**src/hdlc_byte_unstuffing_deframer_defines.svh**
```systemverilog
// Assertion macros shared by the deframer RTL.
`ifndef HDLC_BYTE_UNSTUFFING_DEFRAMER_DEFINES_SVH
`define HDLC_BYTE_UNSTUFFING_DEFRAMER_DEFINES_SVH

// Same-cycle implication, checked on every rising clock edge outside reset.
`define HBUD_ASSERT_NOW(label, ante, cons, msg) \
   label: assert property (@(posedge clock) disable iff (reset) (ante) |-> (cons)) \
      else $error(msg);

// Next-cycle implication, checked on every rising clock edge outside reset.
`define HBUD_ASSERT_NEXT(label, ante, cons, msg) \
   label: assert property (@(posedge clock) disable iff (reset) (ante) |=> (cons)) \
      else $error(msg);

`endif

```
**src/hdlcd_pkg.sv**
```systemverilog
`timescale 1ns / 1ps
`default_nettype none

package hdlcd_pkg;

   localparam int LINE_BYTE_WIDTH    = 8;
   localparam int FRAME_LENGTH_WIDTH = 11;

   localparam logic [LINE_BYTE_WIDTH-1:0] FLAG_BYTE   = 8'h7E;
   localparam logic [LINE_BYTE_WIDTH-1:0] ESCAPE_BYTE = 8'h7D;
   localparam logic [LINE_BYTE_WIDTH-1:0] UNMASK_BITS = 8'h20;

   typedef enum logic [1:0] {
      KIND_DATA     = 2'd0,
      KIND_COMPLETE = 2'd1,
      KIND_ABORTED  = 2'd2
   } kind_type;

   // One decoded result, handed from the unstuffing core to the output register.
   typedef struct packed {
      logic                          valid;
      logic [LINE_BYTE_WIDTH-1:0]    data_byte;
      kind_type                      kind;
      logic [FRAME_LENGTH_WIDTH-1:0] frame_length;
   } result_type;

endpackage

`default_nettype wire

```
**src/hdlcd_unstuff.sv**
```systemverilog
`timescale 1ns / 1ps
`default_nettype none

module hdlcd_unstuff import hdlcd_pkg::*; #(
   parameter int MAX_FRAME_BYTES = 2048
) (
   input  wire logic                       clock,
   input  wire logic                       reset,
   input  wire logic                       step,
   input  wire logic [LINE_BYTE_WIDTH-1:0] line_byte,
   output result_type                      result
);

   localparam int CountWidth = $clog2(MAX_FRAME_BYTES);
   localparam logic [CountWidth-1:0] CountLimit = CountWidth'(MAX_FRAME_BYTES - 1);

   logic                  inside_frame_ff, inside_frame_in;
   logic                  escape_ff, escape_in;
   logic [CountWidth-1:0] count_ff, count_in;
   logic [LINE_BYTE_WIDTH-1:0] unmasked;

   always_ff @(posedge clock) begin
      if (reset) begin
         inside_frame_ff <= 1'b0;
         escape_ff       <= 1'b0;
         count_ff        <= '0;
      end else if (step) begin
         inside_frame_ff <= inside_frame_in;
         escape_ff       <= escape_in;
         count_ff        <= count_in;
      end
   end

   always_comb begin
      // Undo the escape only for the two stuffed codes.
      unmasked = line_byte;
      if (escape_ff && (line_byte == (FLAG_BYTE ^ UNMASK_BITS))) begin
         unmasked = FLAG_BYTE;
      end else if (escape_ff && (line_byte == (ESCAPE_BYTE ^ UNMASK_BITS))) begin
         unmasked = ESCAPE_BYTE;
      end
   end

   always_comb begin
      inside_frame_in     = inside_frame_ff;
      escape_in           = escape_ff;
      count_in            = count_ff;
      result.valid        = 1'b0;
      result.data_byte    = '0;
      result.kind         = KIND_DATA;
      result.frame_length = '0;
      priority if (line_byte == FLAG_BYTE) begin
         if (inside_frame_ff) begin
            result.valid        = 1'b1;
            result.kind         = KIND_COMPLETE;
            result.frame_length = FRAME_LENGTH_WIDTH'(count_ff);
         end
         inside_frame_in = ~inside_frame_ff;
         escape_in       = 1'b0;
         count_in        = '0;
      end else if (!inside_frame_ff) begin
         // Hunting: drop everything but a flag.
      end else if (line_byte == ESCAPE_BYTE) begin
         escape_in = 1'b1;
      end else if (count_ff >= CountLimit) begin
         result.valid    = 1'b1;
         result.kind     = KIND_ABORTED;
         inside_frame_in = 1'b0;
         escape_in       = 1'b0;
         count_in        = '0;
      end else begin
         result.valid     = 1'b1;
         result.data_byte = unmasked;
         escape_in        = 1'b0;
         count_in         = count_ff + 1'b1;
      end
   end

endmodule

`default_nettype wire

```
**src/hdlc_byte_unstuffing_deframer.sv**
```systemverilog
`timescale 1ns / 1ps
`default_nettype none

// HDLC byte-unstuffing deframer.
// req channel: one line byte per transaction on req_tdata[7:0].
// rsp channel: at most one result per line byte; rsp_tuser carries the kind
//   (data byte, frame complete, frame aborted), rsp_tdata the payload byte and
//   the frame length. Flags outside a frame, escape bytes and ignored bytes
//   give no result transaction.
// Path: an accepted byte waits in the input register, is decoded when it
//   advances, and its result is loaded into the result register that drives rsp_*.
// Throughput: one byte per cycle while rsp_tready stays high; the per-byte
//   state update is a single compare-and-increment on the frame counter.
// A frame that would reach MAX_FRAME_BYTES payload bytes is aborted and the
//   block hunts for the next flag.
// Reset: synchronous, clears the valid bits of both pipeline registers and the
//   framing state (hunting, no escape, count zero); no clearing pass is needed.
// Stall: while rsp_tready is low a pending result holds; one more byte can
//   wait in the input register, then req_tready drops.

module hdlc_byte_unstuffing_deframer import hdlcd_pkg::*; #(
   parameter int MAX_FRAME_BYTES = 2048
) (
   input  wire logic        clock,
   input  wire logic        reset,
   input  wire logic        req_tvalid,
   output logic             req_tready,
   input  wire logic [7:0]  req_tdata,   // [7:0] line_byte
   output logic             rsp_tvalid,
   input  wire logic        rsp_tready,
   output logic [23:0]      rsp_tdata,   // [7:0] data_byte, [18:8] frame_length, [23:19] 0
   output logic [1:0]       rsp_tuser    // [1:0] kind
);

`include "hdlc_byte_unstuffing_deframer_defines.svh"

   // Input register.
   logic                       in_valid_ff, in_valid_in;
   logic [LINE_BYTE_WIDTH-1:0] in_byte_ff, in_byte_in;

   // Result register.
   logic                          rsp_valid_ff, rsp_valid_in;
   logic [LINE_BYTE_WIDTH-1:0]    rsp_data_ff, rsp_data_in;
   kind_type                      rsp_kind_ff, rsp_kind_in;
   logic [FRAME_LENGTH_WIDTH-1:0] rsp_length_ff, rsp_length_in;

   logic       req_accept;
   logic       advance;
   result_type result;

   // Advance the held byte whenever the result register is free or draining.
   assign advance    = in_valid_ff && (!rsp_valid_ff || rsp_tready);
   assign req_tready = !in_valid_ff || advance;
   assign req_accept = req_tvalid && req_tready;

   hdlcd_unstuff #(
      .MAX_FRAME_BYTES(MAX_FRAME_BYTES)
   ) u_unstuff (
      .clock    (clock),
      .reset    (reset),
      .step     (advance),
      .line_byte(in_byte_ff),
      .result   (result)
   );

   always_comb begin
      in_valid_in = in_valid_ff;
      in_byte_in  = in_byte_ff;
      if (req_accept) begin
         in_valid_in = 1'b1;
         in_byte_in  = req_tdata;
      end else if (advance) begin
         in_valid_in = 1'b0;
      end
   end

   always_comb begin
      // Drop the result once taken; load a new one when the decode yields one.
      rsp_valid_in  = rsp_valid_ff && !rsp_tready;
      rsp_data_in   = rsp_data_ff;
      rsp_kind_in   = rsp_kind_ff;
      rsp_length_in = rsp_length_ff;
      if (advance && result.valid) begin
         rsp_valid_in  = 1'b1;
         rsp_data_in   = result.data_byte;
         rsp_kind_in   = result.kind;
         rsp_length_in = result.frame_length;
      end
   end

   always_ff @(posedge clock) begin
      if (reset) begin
         in_valid_ff  <= 1'b0;
         rsp_valid_ff <= 1'b0;
      end else begin
         in_valid_ff  <= in_valid_in;
         rsp_valid_ff <= rsp_valid_in;
      end
   end

   always_ff @(posedge clock) begin
      in_byte_ff    <= in_byte_in;
      rsp_data_ff   <= rsp_data_in;
      rsp_kind_ff   <= rsp_kind_in;
      rsp_length_ff <= rsp_length_in;
   end

   assign rsp_tvalid = rsp_valid_ff;
   assign rsp_tuser  = rsp_kind_ff;
   assign rsp_tdata  = {5'b0, rsp_length_ff, rsp_data_ff};

   `HBUD_ASSERT_NOW(a_full_blocks_req, in_valid_ff && rsp_valid_ff && !rsp_tready, !req_tready, "input register overrun")
   `HBUD_ASSERT_NEXT(a_accept_loads, req_accept, in_valid_ff, "accepted byte not held")
   `HBUD_ASSERT_NOW(a_complete_no_data, rsp_tvalid && (rsp_tuser == KIND_COMPLETE), rsp_tdata[7:0] == 8'h00, "complete result carries data")
   `HBUD_ASSERT_NOW(a_abort_clean, rsp_tvalid && (rsp_tuser == KIND_ABORTED), rsp_tdata[18:0] == 19'h0, "abort result not zeroed")

endmodule

`default_nettype wire

```
**config.mk**
```make
export PLATFORM = sky130hd
export DESIGN_NAME = hdlc_byte_unstuffing_deframer
export DESIGN_NICKNAME = d
export VERILOG_FILES = /design/src/hdlcd_pkg.sv /design/src/hdlcd_unstuff.sv /design/src/hdlc_byte_unstuffing_deframer.sv
export VERILOG_INCLUDE_DIRS = /design/src /design/src/src
export SDC_FILE = /design/constraint.sdc
export NUM_CORES = 1
export LEC_CHECK = 0
export BUFFER_PORTS_ARGS = -buffer_cell sky130_fd_sc_hd__buf_2
export CORE_ASPECT_RATIO = 0.9
export CORE_MARGIN = 10
export CORE_UTILIZATION = 35
export CTS_BUF_LIST = sky130_fd_sc_hd__clkbuf_8
export DETAILED_ROUTE_END_ITERATION = 8
export GPL_ROUTABILITY_DRIVEN = 0
export SYNTH_ARGS = -nofsm -noshare
export SYNTH_HDL_FRONTEND = slang
export SYNTH_SLANG_ARGS = --single-unit
```
**constraint.sdc**
```tcl
create_clock -name clock -period 2.3 [get_ports clock]
set_clock_uncertainty 0.1 [all_clocks]
set_input_delay 0.115 -clock clock [delete_from_list [all_inputs] [get_ports clock]]
set_output_delay 0.115 -clock clock [all_outputs]
set_load 0.02 [all_outputs]
```
[Word-level counts from Yosys, hierarchy flattened]
Index checks and enable logic that the tools add are counted.
Storage, ports and cells
  register bits: 44
  bits of input ports: 12
  output and inout bits: 28
  logic and storage cells: 62
Cells by class
  add/subtract/negate cells: 1
  order comparisons: 1
  equality and inequality tests: 5
  mux-type cells: 24
  bitwise logic cells: 1
  reductions and logical operators: 19
Operator list (count)
  $mux W11: 6
  $eq A8 B7 Y1 const B: 4
  $mux W8: 3
  $mux W1: 12
  $mux W12: 1
  $add A11 B1 Y11 const B: 1
  $ge A11 B11 Y1 const B: 1
  $logic_and A1 B1 Y1: 6
  $reduce_or A6 Y1: 1
  $reduce_or A5 Y1: 1
  $mux W2: 2
  $reduce_and A2 Y1: 2
  $reduce_bool A2 Y1: 2
  $reduce_or A4 Y1: 1
  $logic_not A1 Y1: 3
  $reduce_and A3 Y1: 1
  $logic_or A1 B1 Y1: 2
  $ne A2 B1 Y1 const B: 1
  $not A1 Y1: 1

[Depth between registers and ports, before layout]
Gate-level depths: netlist of the first run.
  depth after elaboration: 10
  depth in mapped cells: 7
  depth with buffers taken out: 6

[Modules after synthesis]
A second synthesis of the first run with hierarchy kept.
Unflattened totals
  cells, all modules: 167
  area, all modules: 1976.9 µm²
Modules (own cells, without submodules)
  hdlc_byte_unstuffing_deframer: instances 1, cells each 46, area each 1018.5 µm², seq. area each 910.9 µm²
  hdlcd_unstuff: instances 1, cells each 121, area each 958.4 µm², seq. area each 260.2 µm²

[Worst setup path before layout of the first run]
OpenSTA, ideal clock, no wires.
  path kind: flip-flop to flip-flop
  start point: register in_byte_ff[7]
  end point: register rsp_data_ff[0] (enable)
  library setup time: 0.353 ns
  arrival time: 1.571 ns
  data required time: 1.847 ns
  setup slack: 0.276 ns
  cell stages (with the launch flop): 5
  buffers on the path: 0
  period minus slack after synthesis: 2.024 ns
  cells stage by stage: edfxtp_1 > nand4b_4 > or2_1 > o311ai_1 > inv_1
Between the ends
  cells in the longest elaborated chain, start to end: 5
  elaborated cells on any way between the ends: 6
  those cells by class: eq/ne (2); mux (3); reduce/logical (1)
Ends and longest elaborated chain
  start, declared: line hdlc_byte_unstuffing_deframer.sv:39  | logic [LINE_BYTE_WIDTH-1:0] in_byte_ff, in_byte_in;
  start signal, assigned: line hdlc_byte_unstuffing_deframer.sv:102  | in_byte_ff <= in_byte_in;
  $eq A8 B7 Y1: line hdlcd_unstuff.sv:63  | end else if (line_byte == ESCAPE_BYTE) begin
  $mux W11: line hdlcd_unstuff.sv:63
  $mux W11: line hdlcd_unstuff.sv:61  | end else if (!inside_frame_ff) begin
  $mux W1 (*): line hdlcd_unstuff.sv:52  | priority if (line_byte == FLAG_BYTE) begin
  $logic_and A1 B1 Y1 (*): line hdlc_byte_unstuffing_deframer.sv:83  | if (advance && result.valid) begin
  end signal, assigned: line hdlc_byte_unstuffing_deframer.sv:103  | rsp_data_ff <= rsp_data_in;
  end, declared: line hdlc_byte_unstuffing_deframer.sv:43  | logic [LINE_BYTE_WIDTH-1:0] rsp_data_ff, rsp_data_in;
Every way passes the cells marked *; elsewhere a longest branch is shown, timed or not.
A chain may end at the register's enable or synchronous reset.

[Worst setup path after layout of the first run]
  start point: register u_unstuff.count_ff[0]
  end point: register u_unstuff.count_ff[3]
Between the ends
  cells in the longest elaborated chain, start to end: 5
  elaborated cells on any way between the ends: 6
  those cells by class: add/sub (1); order compare (1); mux (4)
Ends and longest elaborated chain
  start, declared: line hdlcd_unstuff.sv:19  | logic [CountWidth-1:0] count_ff, count_in;
  start signal, assigned: line hdlcd_unstuff.sv:30  | count_ff <= count_in;
  $add A11 B1 Y11 / $ge A11 B11 Y1 (equally long branches): line hdlcd_unstuff.sv:75, hdlcd_unstuff.sv:65
  $mux W11 (*): line hdlcd_unstuff.sv:65  | end else if (count_ff >= CountLimit) begin
  $mux W11 (*): line hdlcd_unstuff.sv:63
  $mux W11 (*): line hdlcd_unstuff.sv:61
  $mux W11 (*): line hdlcd_unstuff.sv:52
Every way passes the cells marked *; elsewhere a longest branch is shown, timed or not. The select of a mux whose other input is x is not followed.

==> impl_results.md, run 1 <==
* Reg2reg end: u_unstuff.count_ff[3]$_SDFFE_PP0P_
* Buffers on Ports at 34
* DR vias at 1422
* Critical Path Fanout Max at 8
* Initial antenna violation count at 0
* Buf/Inv on CP at 0
* Via density at 4.87
* Global-route wire length before repair at 7070 um
* Die width at 99.4 um
* Min Tclk post-route at 2.05 ns
* Vias in the first global route at 1456
* Period Utilization, post-route at 89.2%
* R2R setup slack at 0.25 ns
* Clk slew on worst S/H paths at 0.08 ns
* Yosys Warn Count at 0
* CP Data Arrival Time at 2.18 ns
* Placed cells at 275
* Nets at 237
* Layout cells sized above 1 at 25.8%
* Clock root buffer: clkbuf_8
* Area delta synth->final at 21.5%
* DIE HEIGHT at 91.5 um
* Tot Pwr at 1.40 mW
* MaxCap Viol Count at 0
* Synth top area share at 43.8%
* Area contributors post-synth: edfxtp_1 (44%), dfxtp_1 (15%), and3_1 (3.8%), nand2_1 (3.0%), a21oi_1 (2.8%)
* RSZ-0062 raised after global routing: false
* Die ar. at 0.00909 sq mm
* Largest net degree at the start of global routing at 22
* Post-synthesis sequential area ratio at 58.9%
* Reg2reg start: u_unstuff.count_ff[0]$_SDFFE_PP0P_
* Pleak at 0.863 nW
* Cell Area, Synth at 0.00199 sq mm
* Fin. Hold Viols at 0
* Setup Viol. Count Final at 0
* TritonCTS Buffers at 5
* Post-DP HPWL at 3020 um
* TritonRoute pass-1 iters at 4
* H-Tree Depth at 2
* Worst Reg-to-Reg Cells at 6
* Final setup margin at 0.249 ns
* Worst path slowest cell: or4_1
* Clock latency on the worst-skew pair at 0.30 ns
* CTS Sinks at 44
* Wirelength per Cell at 14.3 um
* Layout fillers at 530
* Min-Delay Path Depth at 3
* Fin Hold WS at 0.0123 ns
* GRT Total Usage at 9.43%
* Top_reg_cell synth: edfxtp_1
* Row count at 25
* Crit path required time at 2.43 ns
* Hold Crit Class: primary input to flip-flop
* Highest Clock Rate at 488 MHz
* Post-Syn Area per Cell at 11.4 sq um
* Setup TNS at 0 ns
* Deepest clock path buffer count at 2
* Ports at 40
* Hold EP: rsp_tvalid$_SDFF_PP0_
* Fin cells at 292
* Starting DRT DRC Count at 105
* Crit path cell chain: ha_1, a21oi_4, nor4_4, or2_2, or4_1, a31oi_1
* Synthesized flop and latch total at 44
* EDFF count, synth at 29
* Core area at 0.00538 sq mm
* CP delay by family, top: simple AND/OR/NAND/NOR gates
* Outcome: finished, final reports clean
* Routed Antenna Nets at 0
* CTS tree: yes
* Dominant cell type by area after synthesis: edfxtp_1
* Critical path type: flip-flop to flip-flop
* Worst path max stage delay at 0.48 ns
* Starting density of the core at 36.9%
* DRC Markers at 0
* Async set-reset flop share out of synthesis at 0%
* VDD IR-drop max at 268 uV
* Cell count after synthesis at 174
* Instance count on the critical path at 6
* Max_slew headroom at 56.8%
* Crit. End Element: flip-flop
* GRT Residual Overflow at 0
* Antenna fix cells at 0
* Hold path start: rsp_tready
* Routed wire length at 4180 um
* Slew Limit Fails at 0
* Power Density at 578 mW/mm^2
* Post-Place Setup Slack at 0.252 ns
* Critical Path Start Type: flip-flop
* Distinct cell type count after synthesis at 44
* Slew @ Worst Pin at 0.644 ns
timing repair:
action,4_1_cts,5_1_grt
hold endpoints to repair,9,0
setup buffers,0,0
gates resized for setup,0,0
hold buffers,9,0
worst reg2reg max path, delay by kind of cell, from the launching register on:
kind	cells	cell delay, ns
flops	1	0.41
simple gates	3	0.88
fa+ha+maj	1	0.28
compound gates	2	0.31
synthesized netlist by cell type, drive strengths merged (2+ instances only):
cell type,n
nor4,2
a211oi,2
nor2b,2
nand4b,2
o21ai,5
nand2b,4
nor2,6
clkbuf,4
nor3,6
inv,4
or2,2
nand2,16
nand4,3
and3,12
nand3,10
buf,8
o21a,2
a31oi,3
dfxtp,15
o2bb2ai,2
edfxtp,29
a21oi,12
and2,8
or4,4
flip-flops by register name, indices dropped and copies added, names as in the netlist:
register and cells:
in_byte_ff 8, in_valid_ff 1, rsp_data_ff 8, rsp_length_ff 11, rsp_tuser 2, rsp_tvalid 1
u_unstuff.count_ff 11, u_unstuff.escape_ff 1, u_unstuff.inside_frame_ff 1
power breakdown:
group / leakage, nW / internal, mW / total [mW] / switching [mW]
clock: 0.0505 / 0.205 / 0.461 / 0.256
combinational: 0.458 / 0.0288 / 0.0617 / 0.0329
sequential: 0.354 / 0.853 / 0.874 / 0.0204
how the worst max path moves through the flow:
stage / endpoint / from / slack [ns]
finish: u_unstuff.count_ff[3]$_SDFFE_PP0P_ / u_unstuff.count_ff[0]$_SDFFE_PP0P_ / 0.25
global route: u_unstuff.count_ff[9]$_SDFFE_PP0P_ / in_byte_ff[7]$_DFFE_PP_ / 0.07
CTS: u_unstuff.count_ff[4]$_SDFFE_PP0P_ / u_unstuff.count_ff[0]$_SDFFE_PP0P_ / 0.23
detailed placement: u_unstuff.count_ff[2]$_SDFFE_PP0P_ / in_byte_ff[7]$_DFFE_PP_ / 0.25
global placement: u_unstuff.count_ff[4]$_SDFFE_PP0P_ / u_unstuff.count_ff[0]$_SDFFE_PP0P_ / 0.29
floorplan: rsp_data_ff[0]$_SDFFCE_PP0P_ / in_byte_ff[7]$_DFFE_PP_ / 0.28
cell type report:
| type | count | area (sq um) | share of cell area [%] |
|---|---|---|---|
| inverters | 4 | 15.0 | 0.622 |
| flip-flops and latches | 44 | 1170 | 48.5 |
| clock inverters | 3 | 12.5 | 0.518 |
| repair buffers | 51 | 320 | 13.3 |
| multi-input cells | 118 | 742 | 30.7 |
| clock buffers | 5 | 68.8 | 2.85 |
| well taps | 67 | 83.8 | 3.47 |
placed cells by master, fill, tap and decap left out, drive strengths merged, types with 5 or more instances in the layout:
cell type / instances
buf: 42
edfxtp: 29
nand2: 16
dfxtp: 15
and3: 12
a21oi: 12
nand3: 10
dlygate4sd3: 9
and2: 8
nor3: 6
inv: 6
nor2: 6
conb: 5
clkbuf: 5
o21ai: 5
metrics by stage:
| step | utilization, % | instance area (sq um) |
|---|---|---|
| 6_report | 44.9 | 2410 |
| 5_1_grt | 44.9 | 2410 |
| 4_1_cts | 44.9 | 2410 |
| 3_5_place_dp | 41.7 | 2240 |
| 3_3_place_gp | 41.7 | 2240 |
| 2_1_floorplan | - | 2000 |
kinds of logic after synthesis:
kind of cell	Yosys count	synth area share, %
other	1	0.189
AO/OA/AOI/OAI	32	10.9
XOR/XNOR	1	0.441
AND/OR/NAND/NOR	79	24.4
flip-flops	44	58.9
buffers and inverters	16	4.47
adder cells (fa/ha/maj)	1	0.630
per-layer routing:
metal  vias to the layer above  GRT usage (%)  wire [um]
met3                         6           3.48        279
met4                         0           4.89         85
met1                       641           12.1       2040
met5                         -              0          0
li1                        738              -          -
met2                        37           13.4       1790
Power figures use the tool's default switching activity.
==> inputs of run 2 (changes only) <==
--- a/config.mk
+++ b/config.mk
@@ -7,12 +7,15 @@
 export NUM_CORES = 1
 export LEC_CHECK = 0
 export BUFFER_PORTS_ARGS = -buffer_cell sky130_fd_sc_hd__buf_2
+export CELL_PAD_IN_SITES_DETAIL_PLACEMENT = 0
+export CELL_PAD_IN_SITES_GLOBAL_PLACEMENT = 1
 export CORE_ASPECT_RATIO = 0.9
 export CORE_MARGIN = 10
 export CORE_UTILIZATION = 35
 export CTS_BUF_LIST = sky130_fd_sc_hd__clkbuf_8
 export DETAILED_ROUTE_END_ITERATION = 8
 export GPL_ROUTABILITY_DRIVEN = 0
+export PLACE_DENSITY_LB_ADDON = 0.1
 export SYNTH_ARGS = -nofsm -noshare
 export SYNTH_HDL_FRONTEND = slang
 export SYNTH_SLANG_ARGS = --single-unit
==> run 2 against run 1 <==
Compared with the run above:
- non-clock buffer count fell by 2
- critical path type unchanged
- maximum frequency fell by 0.98%
- final cell count fell by 0.68%
- combinational power barely moved
==> impl_results.md, run 2 (synthesis gave the netlist of run 1 again) <==
* Outcome: finished, final reports clean (unchanged)
* Psw at 0.306 mW (was 0.309 mW)
* Max_slew headroom at 62.5% (was 56.8%)
* Antenna fix cells at 0 (unchanged)
* Power Density at 581 mW/mm^2 (was 578 mW/mm^2)
* Die ar. at 0.00909 sq mm (unchanged)
* DR vias at 1449 (was 1422)
* Most common cell after layout, fill and taps aside: buf_2 (unchanged)
* Buffers on Ports at 34 (unchanged)
* Routed Antenna Nets at 0 (unchanged)
* GRT Residual Overflow at 0 (unchanged)
* Highest Clock Rate at 483 MHz (was 488 MHz)
* RSZ-0062 raised after global routing: false (unchanged)
* Row count at 25 (unchanged)
* Buf/Inv on CP at 0 (unchanged)
* CP Data Arrival Time at 2.19 ns (was 2.18 ns)
* Ports at 40 (unchanged)
* DRC Markers at 0 (unchanged)
* Initial antenna violation count at 0 (unchanged)
* Biggest regs: rsp_length_ff (11), u_unstuff.count_ff (11) (unchanged)
* Register Area at 0.00117 sq mm (unchanged)
* Via density at 5.00 (was 4.87)
* Layout cells sized above 1 at 25.1% (was 25.8%)
* Final setup margin at 0.229 ns (was 0.249 ns)
* Period Utilization, post-route at 90.0% (was 89.2%)
* Largest net degree at the start of global routing at 22 (unchanged)
* Core area at 0.00538 sq mm (unchanged)
* Fin. Hold Viols at 0 (unchanged)
* Area delta synth->final at 20.9% (was 21.5%)
* Clock root buffer: clkbuf_8 (unchanged)
* Setup Viol. Count Final at 0 (unchanged)
* Nets at 235 (was 237)
* Critical Path Fanout Max at 8 (unchanged)
* Clock share of power at 33.0% (about the same)
* Hold Crit Class: primary input to flip-flop (unchanged)
* Crit path cell chain: ha_1, a21oi_4, nor4_4, or2_2, or4_1, a31oi_1 (unchanged)
* Global-route wire length before repair at 7040 um (was 7070 um)
* Area taken by multi-input logic gates at 742 sq um (unchanged)
* DIE HEIGHT at 91.5 um (unchanged)
* Routed wire length at 4230 um (was 4180 um)
* Clock latency on the worst-skew pair at 0.29 ns (was 0.30 ns)
* Fin cells at 290 (was 292)
* Worst path max stage delay at 0.48 ns (about the same)
* Crit path required time at 2.42 ns (was 2.43 ns)
* Deepest clock path buffer count at 2 (unchanged)
* Sequential share of power at 62.6% (about the same)
* Critical path type: flip-flop to flip-flop (unchanged)
* Switching share of power at 21.9% (was 22.2%)
* MaxCap Viol Count at 0 (unchanged)
* Starting DRT DRC Count at 69 (was 105)
* Most frequent cells in the layout: buf_2 (34), edfxtp_1 (29), nand2_1 (16) (unchanged)
* Worst path slowest cell: or4_1 (unchanged)
* TritonRoute pass-1 iters at 5 (was 4)
* Crit. End Element: flip-flop (unchanged)
* Fin Hold WS at 0.0120 ns (was 0.0123 ns)
* Vias in the first global route at 1428 (was 1456)
* Placed cells at 273 (was 275)
* Post-Place Setup Slack at 0.227 ns (was 0.252 ns)
* TritonCTS Buffers at 5 (unchanged)
* Tot Pwr at 1.40 mW (about the same)
* Slew Limit Fails at 0 (unchanged)
* CP delay by family, top: simple AND/OR/NAND/NOR gates (unchanged)
* Min Tclk post-route at 2.07 ns (was 2.05 ns)
* Pleak at 0.852 nW (was 0.863 nW)
* H-Tree Depth at 2 (unchanged)
* Clk slew on worst S/H paths at 0.08 ns (about the same)
* GRT Total Usage at 9.41% (was 9.43%)
* Logic pwr share at 4.4% (about the same)
* Wirelength per Cell at 14.6 um (was 14.3 um)
* Slew @ Worst Pin at 0.559 ns (was 0.644 ns)
* VDD IR-drop max at 294 uV (was 268 uV)
* CTS tree: yes (unchanged)
* Starting density of the core at 36.9% (unchanged)
* Layout fillers at 530 (unchanged)
* Post-DP HPWL at 3210 um (was 3020 um)
* Die width at 99.4 um (unchanged)
* CTS Sinks at 44 (unchanged)
* Setup TNS at 0 ns (unchanged)
* Cell-internal power at 1.09 mW (about the same)
* Critical Path Start Type: flip-flop (unchanged)
## run 2: worst register-to-register path: cells and delay by family (launching register included)
| family | cells | cell delay, ns |
|---|---|---|
| simple gates | 3 | 0.91 |
| flops | 1 | 0.40 |
| compound gates | 2 | 0.32 |
| fa+ha+maj | 1 | 0.28 |
## run 2: path summary, 6_finish.rpt
kind         depth (start not counted)                          startpoint                                  to  slack [ns]
max                                  6  u_unstuff.count_ff[0]$_SDFFE_PP0P_  u_unstuff.count_ff[5]$_SDFFE_PP0P_        0.23
max reg2reg                          6  u_unstuff.count_ff[0]$_SDFFE_PP0P_  u_unstuff.count_ff[5]$_SDFFE_PP0P_        0.23
min                                  3                          rsp_tready               rsp_tvalid$_SDFF_PP0_        0.01
min reg2reg                          2    u_unstuff.escape_ff$_SDFFE_PP0P_    u_unstuff.escape_ff$_SDFFE_PP0P_        0.37
## run 2: metrics by stage
| step | area, sq um | util [%] |
|---|---|---|
| 2_1_floorplan | 2000 | - |
| 3_3_place_gp | 2230 | 41.4 |
| 3_5_place_dp | 2230 | 41.4 |
| 4_1_cts | 2400 | 44.7 |
| 5_1_grt | 2400 | 44.7 |
| 6_report | 2400 | 44.7 |
## run 2: power groups by stage
stage | clock network, mW | logic (mW) | registers (mW)
4_1_cts | 0.476 | 0.0618 | 0.874
3_5_place_dp | 0 | 0.0499 | 0.892
3_3_place_gp | 0 | 0.0494 | 0.892
5_1_grt | 0.512 | 0.0693 | 0.876
6_report | 0.460 | 0.0615 | 0.874
2_1_floorplan | 0 | 0.0417 | 0.887
## run 2: per-layer routing
layer	wire length (um)	global-route usage [%]	share of wire (%)
met2	1890	14.0	45
met4	54	3.94	1.3
met5	0	0	0
met1	2020	11.7	48
met3	265	3.79	6.3
## run 2: area by class of cell
class                           count  area share, %
Clock buffer                        5           2.86
Clock inverter                      3          0.677
Inverter                            4          0.625
Multi-Input combinational cell    118           30.9
Sequential cell                    44           48.7
Tap cell                           67           3.49
Timing Repair Buffer               49           12.7
## run 2: what timing repair did
action,4_1_cts,5_1_grt
hold endpoints to repair,9,0
resized for setup,0,0
setup buffers,0,0
hold buffers,9,0
==> inputs of run 3 (changes only) <==
--- a/config.mk
+++ b/config.mk
@@ -11,7 +11,7 @@
 export CELL_PAD_IN_SITES_GLOBAL_PLACEMENT = 1
 export CORE_ASPECT_RATIO = 0.9
 export CORE_MARGIN = 10
-export CORE_UTILIZATION = 35
+export CORE_UTILIZATION = 44
 export CTS_BUF_LIST = sky130_fd_sc_hd__clkbuf_8
 export DETAILED_ROUTE_END_ITERATION = 8
 export GPL_ROUTABILITY_DRIVEN = 0
==> run 3 against run 2 <==
Compared with the run above:
- sequential share of layout area is 0.68 points lower
- combinational power is 1% higher
- power is 17% higher
- non-clock buffer count is 1 lower
- largest power group unchanged
- sequential power hardly changed
- die area is 16% lower
- critical path type unchanged
- via count is 2.6% higher
- largest cell class unchanged
- critical path depth stayed put
==> impl_results.md, run 3 (synthesis gave the netlist of run 1 again) <==
* Critical path type: flip-flop to flip-flop (unchanged)
* TritonCTS Buffers at 5 (unchanged)
* DRC Markers at 0 (unchanged)
* Fin. Hold Viols at 0 (unchanged)
* Slew Limit Fails at 0 (unchanged)
* Reg2reg end: u_unstuff.count_ff[3]$_SDFFE_PP0P_ (was u_unstuff.count_ff[5]$_SDFFE_PP0P_)
* Buffers on Ports at 34 (unchanged)
* Layout cells sized above 1 at 25.2% (was 25.1%)
* CTS Sinks at 44 (unchanged)
* Pleak at 0.866 nW (was 0.852 nW)
* GRT Total Usage at 11.3% (was 9.41%)
* Crit path to: u_unstuff.count_ff[3]$_SDFFE_PP0P_ (was u_unstuff.count_ff[5]$_SDFFE_PP0P_)
* Min Tclk post-route at 2.08 ns (was 2.07 ns)
* Antenna fix cells at 0 (unchanged)
* Clk slew on worst S/H paths at 0.08 ns (about the same)
* Clock latency on the worst-skew pair at 0.30 ns (was 0.29 ns)
* Register Area at 0.00117 sq mm (unchanged)
* Die ar. at 0.00761 sq mm (was 0.00909 sq mm)
* Most frequent cells in the layout: buf_2 (34), edfxtp_1 (29), nand2_1 (16) (unchanged)
* Routed Antenna Nets at 0 (unchanged)
* MaxCap Viol Count at 0 (unchanged)
* Area taken by multi-input logic gates at 742 sq um (unchanged)
* Wirelength per Cell at 15.1 um (was 14.6 um)
* Routed wire length at 4290 um (was 4230 um)
* Worst Reg-to-Reg Cells at 6 (unchanged)
* Fin Hold WS at 0.0100 ns (was 0.0120 ns)
* Global-route wire length before repair at 7090 um (was 7040 um)
* Vias in the first global route at 1518 (was 1428)
* RSZ-0062 raised after global routing: false (unchanged)
* Max_slew headroom at 59.8% (was 62.5%)
* Starting density of the core at 45.1% (was 36.9%)
* Area delta synth->final at 22.6% (was 20.9%)
* Reg2reg start: u_unstuff.count_ff[0]$_SDFFE_PP0P_ (unchanged)
* R2R setup slack at 0.22 ns (was 0.23 ns)
* DR vias at 1486 (was 1449)
* VDD IR-drop max at 344 uV (was 294 uV)
* Critical Path Start Type: flip-flop (unchanged)
* Deepest clock path buffer count at 2 (unchanged)
* Outcome: finished, final reports clean (unchanged)
* Largest net degree at the start of global routing at 22 (unchanged)
* Setup Viol. Count Final at 0 (unchanged)
* Setup TNS at 0 ns (unchanged)
* CP Data Arrival Time at 2.21 ns (was 2.19 ns)
* Ports at 40 (unchanged)
* Via density at 5.23 (was 5.00)
* Critical Path Fanout Max at 8 (unchanged)
* Slew @ Worst Pin at 0.599 ns (was 0.559 ns)
* Biggest regs: rsp_length_ff (11), u_unstuff.count_ff (11) (unchanged)
* Initial antenna violation count at 0 (unchanged)
* Period Utilization, post-route at 90.6% (was 90.0%)
* Core area at 0.00440 sq mm (was 0.00538 sq mm)
* Die width at 90.8 um (was 99.4 um)
* GRT Residual Overflow at 0 (unchanged)
* Nets at 234 (was 235)
* Hold Crit Class: primary input to flip-flop (unchanged)
* Power Density at 669 mW/mm^2 (was 581 mW/mm^2)
* Row count at 23 (was 25)
* H-Tree Depth at 2 (unchanged)
* Layout fillers at 400 (was 530)
* CTS tree: yes (unchanged)
* Highest Clock Rate at 480 MHz (was 483 MHz)
* Worst setup path start: u_unstuff.count_ff[0]$_SDFFE_PP0P_ (unchanged)
* Crit path required time at 2.43 ns (was 2.42 ns)
* Starting DRT DRC Count at 85 (was 69)
* Crit. End Element: flip-flop (unchanged)
* TritonRoute pass-1 iters at 4 (was 5)
* DIE HEIGHT at 83.8 um (was 91.5 um)
* Tot Pwr at 1.63 mW (was 1.40 mW)
* Most common cell after layout, fill and taps aside: buf_2 (unchanged)
* Clock root buffer: clkbuf_8 (unchanged)
* Post-DP HPWL at 3110 um (was 3210 um)
==> run 3: where the power goes <==
| group | internal (mW) | switching [mW] | leakage [nW] |
|---|---|---|---|
| logic | 0.0287 | 0.0334 | 0.442 |
| clock network | 0.430 | 0.265 | 0.0695 |
| registers | 0.853 | 0.0204 | 0.354 |
==> run 3: worst min-delay path by stage <==
stage | from | to | slack (ns) | cells past startpoint
after floorplan | req_tdata[0] | in_byte_ff[0]$_DFFE_PP_ | 0.11 | 0
after global placement | req_tdata[6] | in_byte_ff[6]$_DFFE_PP_ | 0.19 | 1
after detailed placement | req_tdata[2] | in_byte_ff[2]$_DFFE_PP_ | 0.19 | 1
after CTS | rsp_tready | rsp_tvalid$_SDFF_PP0_ | 0.01 | 3
after global routing | rsp_tready | rsp_tvalid$_SDFF_PP0_ | 0.05 | 3
final | rsp_tready | rsp_tvalid$_SDFF_PP0_ | 0.01 | 3
==> run 3: area by class of cell <==
| type | count | area share [%] |
|---|---|---|
| Multi-Input combinational cell | 118 | 30.5 |
| Timing Repair Buffer | 48 | 12.2 |
| Clock buffer | 5 | 2.82 |
| Inverter | 4 | 0.616 |
| Clock inverter | 3 | 2.62 |
| Tap cell | 62 | 3.18 |
| Sequential cell | 44 | 48.1 |
==> run 3: per-stage QoR <==
step           utilization [%]  instances  setup WS (ns)  instance area (sq um)
2_1_floorplan                -        178          0.276                   2000
3_3_place_gp              50.3        267          0.275                   2210
3_5_place_dp              50.3        267          0.236                   2210
4_1_cts                   55.3        284          0.210                   2440
5_1_grt                   55.3        284         0.0669                   2440
6_report                  55.3        284          0.216                   2440
==> run 3: worst max-delay path, cell delays in order (launching register included) <==
cell	delay, ns
dfxtp_1	0.41
ha_1	0.28
a21oi_4	0.15
nor4_4	0.08
or2_2	0.34
or4_1	0.49
a31oi_1	0.17
==> run 3: layer usage <==
layer | vias up | GRT usage, % | part of all wire [%]
met3 | 5 | 3.96 | 7.3
met2 | 47 | 17.2 | 44
met1 | 704 | 13.8 | 47
met4 | 0 | 5.55 | 1.3
met5 | - | 0 | 0
li1 | 730 | - | -
==> run 3: repair_timing <==
| item | CTS | global route |
|---|---|---|
| gates resized for setup | 0 | 0 |
| buffers inserted | 0 | 0 |
| hold endpoints to repair | 9 | 0 |
| hold buffers | 9 | 0 |
